$ cat config.mk
export PLATFORM = sky130hd
export DESIGN_NAME = miller_rabin_single_base_flat
export DESIGN_NICKNAME = d
export VERILOG_FILES = /design/src/rtl/mrsb_pkg.sv /design/src/rtl/mrsb_ifc.sv /design/src/rtl/miller_rabin_single_base.sv /design/src/flat_wrapper.sv
export SDC_FILE = /design/constraint.sdc
export NUM_CORES = 1
export LEC_CHECK = 0
export CORE_AREA = 4 4 447 228
export DETAILED_ROUTE_END_ITERATION = 8
export DIE_AREA = 0 0 451 232
export DONT_BUFFER_PORTS = 1
export GPL_TIMING_DRIVEN = 0
export SLEW_MARGIN = 20
export SYNTH_ARGS = -nofsm -noshare
export SYNTH_HDL_FRONTEND = slang
export SYNTH_SLANG_ARGS = --single-unit
$ cat constraint.sdc
create_clock -name clk -period 10.4 [get_ports clk]
set_input_delay 1.04 -clock clk [delete_from_list [all_inputs] [get_ports clk]]
set_output_delay 1.04 -clock clk [all_outputs]
set_load 0.02 [all_outputs]
$ cat src/rtl/mrsb_pkg.sv
// Package for the single-base strong probable prime tester.
// Holds operand width constants shared by the interfaces and the top level.
// No dependencies.
package mrsb_pkg;
    localparam int OPERAND_BITS = 32;
    localparam int CNT_BITS = $clog2(OPERAND_BITS + 1);
    typedef logic [OPERAND_BITS-1:0] operand_t;
endpackage

$ cat src/rtl/mrsb_ifc.sv
// Valid/ready channel interfaces for the tester.
// Depends on mrsb_pkg.
interface mrsb_in_if;
    logic  valid;
    logic  ready;
    mrsb_pkg::operand_t candidate;
    mrsb_pkg::operand_t base;
    modport source (output valid, output candidate, output base, input ready);
    modport sink   (input valid, input candidate, input base, output ready);
endinterface

interface mrsb_out_if;
    logic valid;
    logic ready;
    logic probable_prime;
    modport source (output valid, output probable_prime, input ready);
    modport sink   (input valid, input probable_prime, output ready);
endinterface

$ cat src/rtl/miller_rabin_single_base.sv
// Strong probable prime test of one candidate n to one base a.
// Channel in carries candidate and base; channel out carries one verdict
// beat, probable_prime, per input beat. Depends on mrsb_pkg and mrsb_ifc.
//
// Usage: one item is worked on at a time. Input ready is high only while
// the block is idle. A beat is worked in phases: reduce a mod n by
// bit-serial restoring division, binary gcd, factor n-1, then
// square-and-multiply with a bit-serial modular multiplier, then up to W-2
// squarings of x. Products and squarings together number at most 2W-3;
// they all share the one shift-add modular multiplier. A candidate below
// three or even gets its verdict the cycle after it is accepted.
// The verdict is held in an output register until taken; the block does
// not accept a new item while a verdict waits. Reset clears the
// controller and drops any item in progress.
module miller_rabin_single_base (
    input  logic        clk,
    input  logic        rst_n,
    mrsb_in_if.sink     in_ch,
    mrsb_out_if.source  out_ch
);
    localparam int W = mrsb_pkg::OPERAND_BITS;
    localparam int CB = mrsb_pkg::CNT_BITS;

    localparam logic [3:0] S_IDLE = 4'd0, S_RED = 4'd1, S_GCD = 4'd2,
        S_FAC = 4'd3, S_EXP = 4'd4, S_MUL = 4'd5, S_CHK = 4'd6,
        S_SQ = 4'd7, S_DONE = 4'd8;
    localparam logic [1:0] M_ACC = 2'd0, M_BASE = 2'd1, M_SQ = 2'd2;

    logic [3:0]   state_reg;
    logic [W-1:0] n_reg, a_reg, q_reg, x_reg, b_reg;
    logic [W-1:0] gu_reg, gv_reg;
    logic [W-1:0] mx_reg, my_reg, mp_reg;
    logic [CB-1:0] cnt_reg, k_reg;
    logic [1:0]   mdst_reg;
    logic         res_reg, ovalid_reg;

    // Doubling step of the shift-add multiplier, kept below n.
    logic [W:0] dbl, dadd, dsum;
    logic [W-1:0] dstep;
    assign dbl   = {mp_reg, 1'b0};
    assign dstep = (dbl >= {1'b0, n_reg}) ? W'(dbl - {1'b0, n_reg}) : dbl[W-1:0];
    assign dadd  = {1'b0, dstep} + {1'b0, my_reg};
    assign dsum  = mx_reg[W-1] ? dadd : {1'b0, dstep};

    logic [W-1:0] msum;
    assign msum = (dsum >= {1'b0, n_reg}) ? W'(dsum - {1'b0, n_reg}) : dsum[W-1:0];

    // Restoring division step for a mod n: bring in one bit of a.
    logic [W:0] rsh;
    assign rsh = {mp_reg, mx_reg[W-1]};

    assign in_ch.ready           = (state_reg == S_IDLE);
    assign out_ch.valid          = ovalid_reg;
    assign out_ch.probable_prime = res_reg;

    logic [W-1:0] nm1;
    assign nm1 = n_reg - W'(1);

    always_ff @(posedge clk or negedge rst_n)
    begin
        if (!rst_n)
        begin
            state_reg  <= S_IDLE;
            ovalid_reg <= 1'b0;
        end
        else
        begin
            case (state_reg)
                S_IDLE:
                begin
                    if (in_ch.valid)
                    begin
                        n_reg  <= in_ch.candidate[W-1:0];
                        a_reg  <= in_ch.base[W-1:0];
                        mx_reg <= in_ch.base[W-1:0];
                        mp_reg <= '0;
                        cnt_reg <= '0;
                        if (in_ch.candidate[W-1:0] < W'(3) || !in_ch.candidate[0])
                        begin
                            res_reg    <= 1'b0;
                            ovalid_reg <= 1'b1;
                            state_reg  <= S_DONE;
                        end
                        else
                            state_reg <= S_RED;
                    end
                end
                S_RED:
                begin
                    mp_reg <= (rsh >= {1'b0, n_reg}) ? W'(rsh - {1'b0, n_reg}) : rsh[W-1:0];
                    mx_reg <= {mx_reg[W-2:0], 1'b0};
                    cnt_reg <= cnt_reg + CB'(1);
                    if (cnt_reg == CB'(W - 1))
                    begin
                        gu_reg <= n_reg;
                        gv_reg <= (rsh >= {1'b0, n_reg}) ? W'(rsh - {1'b0, n_reg}) : rsh[W-1:0];
                        a_reg  <= (rsh >= {1'b0, n_reg}) ? W'(rsh - {1'b0, n_reg}) : rsh[W-1:0];
                        state_reg <= S_GCD;
                    end
                end
                S_GCD:
                begin
                    // n is odd, so gcd(n, a mod n) is odd: binary gcd with u odd.
                    if (gv_reg == '0)
                    begin
                        if (gu_reg != W'(1))
                        begin
                            res_reg    <= 1'b0;
                            ovalid_reg <= 1'b1;
                            state_reg  <= S_DONE;
                        end
                        else
                        begin
                            q_reg   <= nm1 >> 1;
                            k_reg   <= CB'(1);
                            state_reg <= S_FAC;
                        end
                    end
                    else if (!gv_reg[0])
                        gv_reg <= gv_reg >> 1;
                    else if (gv_reg >= gu_reg)
                        gv_reg <= (gv_reg - gu_reg) >> 1;
                    else
                    begin
                        gu_reg <= gv_reg;
                        gv_reg <= (gu_reg - gv_reg) >> 1;
                    end
                end
                S_FAC:
                begin
                    if (!q_reg[0])
                    begin
                        q_reg <= q_reg >> 1;
                        k_reg <= k_reg + CB'(1);
                    end
                    else
                    begin
                        x_reg <= W'(1);
                        b_reg <= a_reg;
                        state_reg <= S_EXP;
                    end
                end
                S_EXP:
                begin
                    cnt_reg <= '0;
                    mp_reg  <= '0;
                    if (q_reg == '0)
                        state_reg <= S_CHK;
                    else if (q_reg[0])
                    begin
                        mx_reg <= x_reg; my_reg <= b_reg; mdst_reg <= M_ACC;
                        state_reg <= S_MUL;
                    end
                    else
                    begin
                        mx_reg <= b_reg; my_reg <= b_reg; mdst_reg <= M_BASE;
                        state_reg <= S_MUL;
                    end
                end
                S_MUL:
                begin
                    mp_reg  <= msum;
                    mx_reg  <= {mx_reg[W-2:0], 1'b0};
                    cnt_reg <= cnt_reg + CB'(1);
                    if (cnt_reg == CB'(W - 1))
                    begin
                        case (mdst_reg)
                            M_ACC:
                            begin
                                x_reg <= msum;
                                q_reg[0] <= 1'b0;
                                state_reg <= S_EXP;
                            end
                            M_BASE:
                            begin
                                b_reg <= msum;
                                q_reg <= q_reg >> 1;
                                state_reg <= S_EXP;
                            end
                            default:
                            begin
                                x_reg <= msum;
                                k_reg <= k_reg - CB'(1);
                                state_reg <= S_SQ;
                            end
                        endcase
                    end
                end
                S_CHK:
                begin
                    if (x_reg == W'(1))
                    begin
                        res_reg <= 1'b1; ovalid_reg <= 1'b1; state_reg <= S_DONE;
                    end
                    else
                        state_reg <= S_SQ;
                end
                S_SQ:
                begin
                    cnt_reg <= '0;
                    mp_reg  <= '0;
                    if (x_reg == nm1)
                    begin
                        res_reg <= 1'b1; ovalid_reg <= 1'b1; state_reg <= S_DONE;
                    end
                    else if (k_reg <= CB'(1))
                    begin
                        res_reg <= 1'b0; ovalid_reg <= 1'b1; state_reg <= S_DONE;
                    end
                    else
                    begin
                        mx_reg <= x_reg; my_reg <= x_reg; mdst_reg <= M_SQ;
                        state_reg <= S_MUL;
                    end
                end
                S_DONE:
                begin
                    if (out_ch.ready)
                    begin
                        ovalid_reg <= 1'b0;
                        state_reg  <= S_IDLE;
                    end
                end
                default: state_reg <= S_IDLE;
            endcase
        end
    end

    ap_valid_done: assert property (@(posedge clk) disable iff (!rst_n)
        ovalid_reg |-> state_reg == S_DONE) else $error("verdict outside done");
    ap_no_accept: assert property (@(posedge clk) disable iff (!rst_n)
        ovalid_reg |-> !in_ch.ready) else $error("accept while verdict waits");
    ap_mul_below: assert property (@(posedge clk) disable iff (!rst_n)
        state_reg == S_MUL |-> mp_reg < n_reg) else $error("partial product not reduced");
    ap_gcd_odd: assert property (@(posedge clk) disable iff (!rst_n)
        state_reg == S_GCD |-> gu_reg[0]) else $error("gcd operand even");
endmodule

$ cat src/flat_wrapper.sv
// flat-port wrapper written by rule: the top's interface ports become plain ports
module miller_rabin_single_base_flat 
  (clk, rst_n, in_ch_valid, in_ch_candidate, in_ch_base, in_ch_ready, out_ch_valid, out_ch_probable_prime, out_ch_ready);
  mrsb_in_if in_ch_i ();
  mrsb_out_if out_ch_i ();
  input  logic clk;
  input  logic rst_n;
  input wire logic [$bits(in_ch_i.valid)-1:0] in_ch_valid;
  input wire logic [$bits(in_ch_i.candidate)-1:0] in_ch_candidate;
  input wire logic [$bits(in_ch_i.base)-1:0] in_ch_base;
  output wire logic [$bits(in_ch_i.ready)-1:0] in_ch_ready;
  output wire logic [$bits(out_ch_i.valid)-1:0] out_ch_valid;
  output wire logic [$bits(out_ch_i.probable_prime)-1:0] out_ch_probable_prime;
  input wire logic [$bits(out_ch_i.ready)-1:0] out_ch_ready;
  assign in_ch_i.valid = in_ch_valid;
  assign in_ch_i.candidate = in_ch_candidate;
  assign in_ch_i.base = in_ch_base;
  assign in_ch_ready = in_ch_i.ready;
  assign out_ch_valid = out_ch_i.valid;
  assign out_ch_probable_prime = out_ch_i.probable_prime;
  assign out_ch_i.ready = out_ch_ready;
  miller_rabin_single_base u_core (.clk(clk), .rst_n(rst_n), .in_ch(in_ch_i), .out_ch(out_ch_i));
endmodule
* Word level (Yosys, flattened, before mapping)
Index checks and enable logic that the tools add are counted.
** Storage, ports and cells
- Register bits after elaboration :: 340
- Input port bits :: 68
- Logic and storage cells :: 186
- Output and inout port bits :: 3
** Cells by class
- $lt $le $gt $ge :: 6
- Add/subtract/negate cells :: 10
- Mux-type cells :: 83
- Equality and inequality tests :: 35
- Reduce and logical (&&, ||, !) cells :: 35
** Operators by type and width (number)
- 2-to-1 mux 32 bit :: 27
- case mux 32 bit (2 select lines) :: 6
- case mux 32 bit (4 select lines) :: 2
- subtractor 32 bit :: 5
- >= comparator 33 x 32 -> 1 bit :: 3
- case mux 32 bit (3 select lines) :: 1
- logical NOT 32 bit :: 2
- 2-to-1 mux 31 bit :: 2
- 2-to-1 mux 4 bit :: 11
- 2-to-1 mux 6 bit :: 6
- case mux 4 bit (9 select lines) :: 1
- case mux 6 bit (3 select lines) :: 2
- adder 32 x 32 -> 33 bit :: 1
- 2-to-1 mux 33 bit :: 1
- equality test 32 x 1 -> 1 bit, second input constant :: 1
- equality test 32 bit :: 1
- >= comparator 32 bit :: 1
- less-than comparator 32 x 2 -> 1 bit, second input constant :: 1
- inequality test 32 x 1 -> 1 bit, second input constant :: 1
- subtractor 32 x 1 -> 32 bit, second input constant :: 1
- AND reduction 6 bit :: 4
- inequality test 2 bit, second input constant :: 11
- inequality test 2 x 1 -> 1 bit, second input constant :: 9
- equality test 4 x 3 -> 1 bit, second input constant :: 4
- other kinds (30) :: 65

* Depth between registers and ports, before layout
- Depth after elaboration :: 9
- Mapped depth :: 37
- Mapped depth without buffers :: 31

* Worst setup path before layout
No wires, ideal clock.
- Path type :: in2reg
- Start :: in in_ch_valid
- End :: reg u_core.mx_reg[0], enable pin
- Slack :: 2.397 ns
- Cell stages on the path :: 5
- Data required time :: 10.008 ns
- Arrival time :: 7.611 ns
- Cells stage by stage :: nor2_1 -> nor2_1 -> nor2_1 -> a2111oi_0 -> and2_1
** Between the ends
- Longest elaborated chain between the ends :: 2
** RTL lines
- start: declaration :: line flat_wrapper.sv:8 : input wire logic [$bits(in_ch_i.valid)-1:0] in_ch_valid;
- inequality test 2 bit (no line)
- AND reduction 6 bit (no line)
- end signal: assignment :: line miller_rabin_single_base.sv:75 : mx_reg <= in_ch.base[W-1:0];
- end signal: assignment :: line miller_rabin_single_base.sv:91 : mx_reg <= {mx_reg[W-2:0], 1'b0};
- end signal: assignment :: line miller_rabin_single_base.sv:163 : mx_reg <= {mx_reg[W-2:0], 1'b0};
- end: declaration :: line miller_rabin_single_base.sv:32 : logic [W-1:0] mx_reg, my_reg, mp_reg;
Every way passes these cells.
A chain may end at the register's enable or synchronous reset.

* Worst setup path in the final report
- Start :: reg u_core.n_reg[25]
- End :: reg u_core.mp_reg[29] (data pin)
** Between the ends
- Longest elaborated chain between the ends :: 7
** RTL lines
- start: declaration :: line miller_rabin_single_base.sv:30 : logic [W-1:0] n_reg, a_reg, q_reg, x_reg, b_reg;
- start signal: assignment :: line miller_rabin_single_base.sv:73 : n_reg <= in_ch.candidate[W-1:0];
- subtractor 32 bit or >= comparator 33 x 32 -> 1 bit (tied branches) :: line miller_rabin_single_base.sv:41 : assign dstep = (dbl >= {1'b0, n_reg}) ? W'(dbl - {1'b0, n_reg}) : dbl[W-1:0];
- 2-to-1 mux 32 bit :: line miller_rabin_single_base.sv:41
- adder 32 x 32 -> 33 bit :: line miller_rabin_single_base.sv:42 : assign dadd = {1'b0, dstep} + {1'b0, my_reg};
- 2-to-1 mux 33 bit :: line miller_rabin_single_base.sv:43 : assign dsum = mx_reg[W-1] ? dadd : {1'b0, dstep};
- subtractor 32 bit or >= comparator 33 x 32 -> 1 bit (tied branches) :: line miller_rabin_single_base.sv:46 : assign msum = (dsum >= {1'b0, n_reg}) ? W'(dsum - {1'b0, n_reg}) : dsum[W-1:0];
- 2-to-1 mux 32 bit :: line miller_rabin_single_base.sv:46
- case mux 32 bit (4 select lines) * :: line miller_rabin_single_base.sv:68 : case (state_reg)
- end signal: assignment :: line miller_rabin_single_base.sv:90 : mp_reg <= (rsh >= {1'b0, n_reg}) ? W'(rsh - {1'b0, n_reg}) : rsh[W-1:0];
- end signal: assignment :: line miller_rabin_single_base.sv:162 : mp_reg <= msum;
- end: declaration :: line miller_rabin_single_base.sv:32
Every way passes the cells marked *; elsewhere a longest branch is shown, timed or not.

==> results.md <==
- The run finished with clean final reports.
- The cell row count is 81.
- In the final timing run, aggregate negative setup slack is 0 ps.
- The detailed-router iteration count before antenna repair is 8.
- The maximum number of pins on one net before global-route repair is 32.
- Yosys mapped the design onto 85 distinct sky130hd cell types.
- Yosys mapped a number of flops with a built-in enable equal to about 330.
- The worst stage delay on the critical path is approximately 600 ps.
- The static power due to leakage is 0.01135 uW.
- The CTS root buffer is sky130_fd_sc_hd__clkbuf_16.
- The core region is 97500 um2.
- Counting along the longest clock path gives a buffer depth of 3.
- The count of hold-fix buffers inserted at cts is 0.
- The timing-limited maximum frequency is 99.15 MHz.
- The number of global-route vias before repair is 24940.
- The share of synthesized area spent on multiplexers is 4.003%.
- The post-synthesis async set-or-reset flop share is 1.475%.
- At the worst endpoint, the required time is about 11000 ps.
- The post-route clock period utilization is 96.98%.
- The clock tree from TritonCTS is done.
- The initial cell density of the core is 28.02%.
- The number of pins with negative max-slew slack in the final report came to 0.
- The worst path arrival time is 10290 ps.
- The source-to-sink clock delay at the later pin of the worst-skew pair is 560 ps.
- Yosys attributes the largest share of cell area to sky130_fd_sc_hd__edfxtp_1 (37%), sky130_fd_sc_hd__ha_1 (7.6%), sky130_fd_sc_hd__nand2_1 (5.2%).
- The total die area is 104600 um2.
- The sum of net half-perimeters after detailed placement is 98.00 mm.
- The count of port buffers added during placement is 0.
- Among all flip-flop cells after synthesis, the most frequent one is sky130_fd_sc_hd__edfxtp_1.
- In this run, the number of DRC markers left after iteration 0 of detailed routing was approximately 4000.
- The slowest stage of the critical path belongs to the cell sky130_fd_sc_hd__ha_2.
- The number of sinks on the clock net is 339.
- Wires add up to roughly 120 mm.
- At the pin with the least slew margin, the transition time is 1195 ps.
- Between clock sinks in the finished design, the worst skew comes to 30.28 ps.
- The area of the mapped netlist is 27320 um2.
- Across the VDD grid, the largest voltage drop is about 160 uV.
- Summed over all instances, the cell type with the most area after synthesis is sky130_fd_sc_hd__edfxtp_1.
- In this run the number of H-tree levels came out at 2.
- The average via count per standard cell is between 5 and 6.
- The routed layout has 27300 vias.
- Measured against its own limit, the worst slew margin works out to 18.08%.
- The number of placed instances, taps included is 4506.
- The final layout net count is 3468.
- The first global-routing pass estimated 174.3 mm of wire.
- The total power after layout is 9502 uW.
- The most common cell type on the critical path is sky130_fd_sc_hd__clkbuf_1.
- The number of buffers created by CTS is 36.
- The synthesized-area fraction occupied by ao, oa, aoi and oai cells is 21.94%.
- After Yosys synthesis, full adders, half adders and majority gates account for 7.997% of the synthesized area.
- The worst hold path belongs to the class in -> async.
- The synthesized netlist cell count is 3151.
- The weighted congestion reported at the end of routability-driven placement is 1.021.
- 71 I/O pins were placed.
- The mean cell area of the mapped netlist is just under 9 um2.
- The share of the core filled with cells is 31.60%.
- The final number of hold-violating endpoints came to 0.
- The synthesis-to-layout area growth is 12.79%.
- The share of Yosys cell area claimed by the top area cell type is ~37%.
- The die width is roughly 450 um.
- After synthesis the netlist holds a flip-flop and latch count of 339.
- By startpoint and endpoint, the worst setup path is classified as reg -> reg.
- After synthesis, the largest family of logic cells by area is compound AO/OA/AOI/OAI gates.
- The number of DRC violations after detailed routing is 0.
- The largest fanout on the critical path is 10.
- The overflow left after global routing is 0.
- The minimum clock period is slightly above 10000 ps.
- Measured along the y axis, the die boundary spans 232 um.
- The setup check on the worst reg-to-reg path leaves a slack of 310 ps.
- Of the cells placed in the final design, the portion with a size suffix greater than 1 is under 10%.
- Yosys printed 0 warnings.
- The synthesized netlist devotes 18.41% of its cell area to simple gates.
- Global routing consumed, over all layers together, 22.53% of the routing resources.
- The element type at the critical path end is a flip-flop.
- The tool flagged a number of max-cap violations equal to 0.
- The post-synthesis share of cell area spent on xor and xnor gates is under 10%.
- The part of the Yosys area used for sequential elements is between 30 and 40%.
- Clock-pin slew was measured on the worst setup and hold paths at roughly 70 ps.
- The routed wirelength normalized by instance count is roughly 27 um.
- The net count after synthesis is 3390.
- The number of antenna violations at the first check in global routing came to 7.
- The final non-filler cell total is 4592.
- The element type at the critical path start is a flip-flop.
- Power spread over the standard cell area amounts to a little over 300 nW/um2.
- The number of nets with antenna violations after routing is 0.
- The total of endpoints with negative setup slack in the final report is 0.
## area by class of cell
type                            instances  area (um2)
Fill cell                           10340       66690
Multi-Input combinational cell       2467       16060
Sequential cell                       339       10150
Tap cell                             1328        1662
Clock buffer                           40       915.9
Buffer                                170       676.9
Inverter                              164       649.4
Timing Repair Buffer                   51       465.4
Clock inverter                         23       201.4
Antenna cell                           10       25.02
## repair_timing
| item | CTS | global route |
|---|---|---|
| gates cloned | 0 | 0 |
| setup buffers | 9 | 15 |
| setup endpoints to repair | 90 | 86 |
| resized for setup | 27 | 21 |
| pin swaps | 0 | 1 |
| endpoints found under the hold margin | 0 | 0 |
## routing by layer
layer,track usage (%),routed length (um),up-vias
li1,-,-,11860
met1,30.40,50520,13270
met2,33.67,51600,1918
met3,6.649,16310,254
met4,9.157,5892,4
met5,0,28,-
## synth_stat cells, types with 22 or more instances
| cell type | n |
|---|---|
| sky130_fd_sc_hd__nand2_1 | 377 |
| sky130_fd_sc_hd__edfxtp_1 | 334 |
| sky130_fd_sc_hd__nor2_1 | 268 |
| sky130_fd_sc_hd__o21ai_0 | 266 |
| sky130_fd_sc_hd__a21oi_1 | 260 |
| sky130_fd_sc_hd__ha_1 | 165 |
| sky130_fd_sc_hd__clkbuf_1 | 164 |
| sky130_fd_sc_hd__inv_1 | 163 |
| sky130_fd_sc_hd__xnor2_1 | 109 |
| sky130_fd_sc_hd__a21o_1 | 87 |
| sky130_fd_sc_hd__nand3_1 | 67 |
| sky130_fd_sc_hd__nor3_1 | 67 |
| sky130_fd_sc_hd__nor4_1 | 65 |
| sky130_fd_sc_hd__xor2_1 | 64 |
| sky130_fd_sc_hd__nand4_1 | 55 |
| sky130_fd_sc_hd__mux2i_1 | 53 |
| sky130_fd_sc_hd__mux2_2 | 50 |
| sky130_fd_sc_hd__a31oi_1 | 36 |
| sky130_fd_sc_hd__or2_2 | 33 |
| sky130_fd_sc_hd__a211oi_1 | 29 |
| sky130_fd_sc_hd__o22ai_1 | 29 |
| sky130_fd_sc_hd__o211ai_1 | 23 |
| sky130_fd_sc_hd__a222oi_1 | 22 |
| sky130_fd_sc_hd__and3_1 | 22 |
## critical path, delay by kind of cell, from the launching register on
family / cells / cell delay, ps
AND/OR/NAND/NOR: 9 / 1960
multiplexers: 2 / 740
flip-flops: 1 / 330
XOR/XNOR: 1 / 110
buffers and inverters: 6 / 2040
adder cells (fa/ha/maj): 3 / 1240
AO/OA/AOI/OAI: 10 / 3280
## logic make-up after synthesis
group,Yosys count
compound gates,950
xor+xnor,174
fa+ha+maj,171
buf+inv,345
flops,339
mux,103
simple gates,1069
## report_power, final
group | internal [uW] | leakage [uW] | switching (uW)
Clock | 695 | 0.000548 | 584
Sequential | 1800 | 0.00312 | 205
Combinational | 2110 | 0.00768 | 4110
Total | 4600 | 0.0113 | 4900
## cells in the final DEF (no fill, tap or decap), types with 50 or more instances in the layout
cell / netlist / layout
sky130_fd_sc_hd__nor3_1: 67 / 65
sky130_fd_sc_hd__nand3_1: 67 / 67
sky130_fd_sc_hd__xor2_1: 64 / 64
sky130_fd_sc_hd__a21oi_1: 260 / 251
sky130_fd_sc_hd__xnor2_1: 109 / 109
sky130_fd_sc_hd__o21ai_0: 266 / 260
sky130_fd_sc_hd__clkbuf_1: 164 / 151
sky130_fd_sc_hd__inv_1: 163 / 154
sky130_fd_sc_hd__mux2_2: 50 / 50
sky130_fd_sc_hd__edfxtp_1: 334 / 334
sky130_fd_sc_hd__nor4_1: 65 / 61
sky130_fd_sc_hd__nand2_1: 377 / 377
sky130_fd_sc_hd__a21o_1: 87 / 87
sky130_fd_sc_hd__nor2_1: 268 / 264
sky130_fd_sc_hd__ha_1: 165 / 164
sky130_fd_sc_hd__nand4_1: 55 / 55
## through the flow
step	hold slack, ps	setup slack, ps	area [um2]
floorplan	491.5	2397	27320
global placement	499.5	-1910	28980
detailed placement	509.9	-1345	29350
CTS	177.7	2.194	30620
global route	175.5	-23.36	30780
finish	192.7	314.4	30810
## path summary, 6_finish.rpt
| kind | from | endpoint | cells after the start |
|---|---|---|---|
| worst max-delay path | u_core.n_reg[25] | u_core.mp_reg[29] | 31 |
| worst min-delay path | rst_n | u_core.out_ch.valid | 0 |
| worst max register to register | u_core.n_reg[25] | u_core.mp_reg[29] | 31 |
| worst min register to register | u_core.a_reg[6] | u_core.b_reg[6] | 1 |
| max in group asynchronous | rst_n | u_core.state_reg[0] | 0 |
| min in group clk | u_core.a_reg[6] | u_core.b_reg[6] | 1 |
Note: power is estimated with default switching activity, not from simulation.
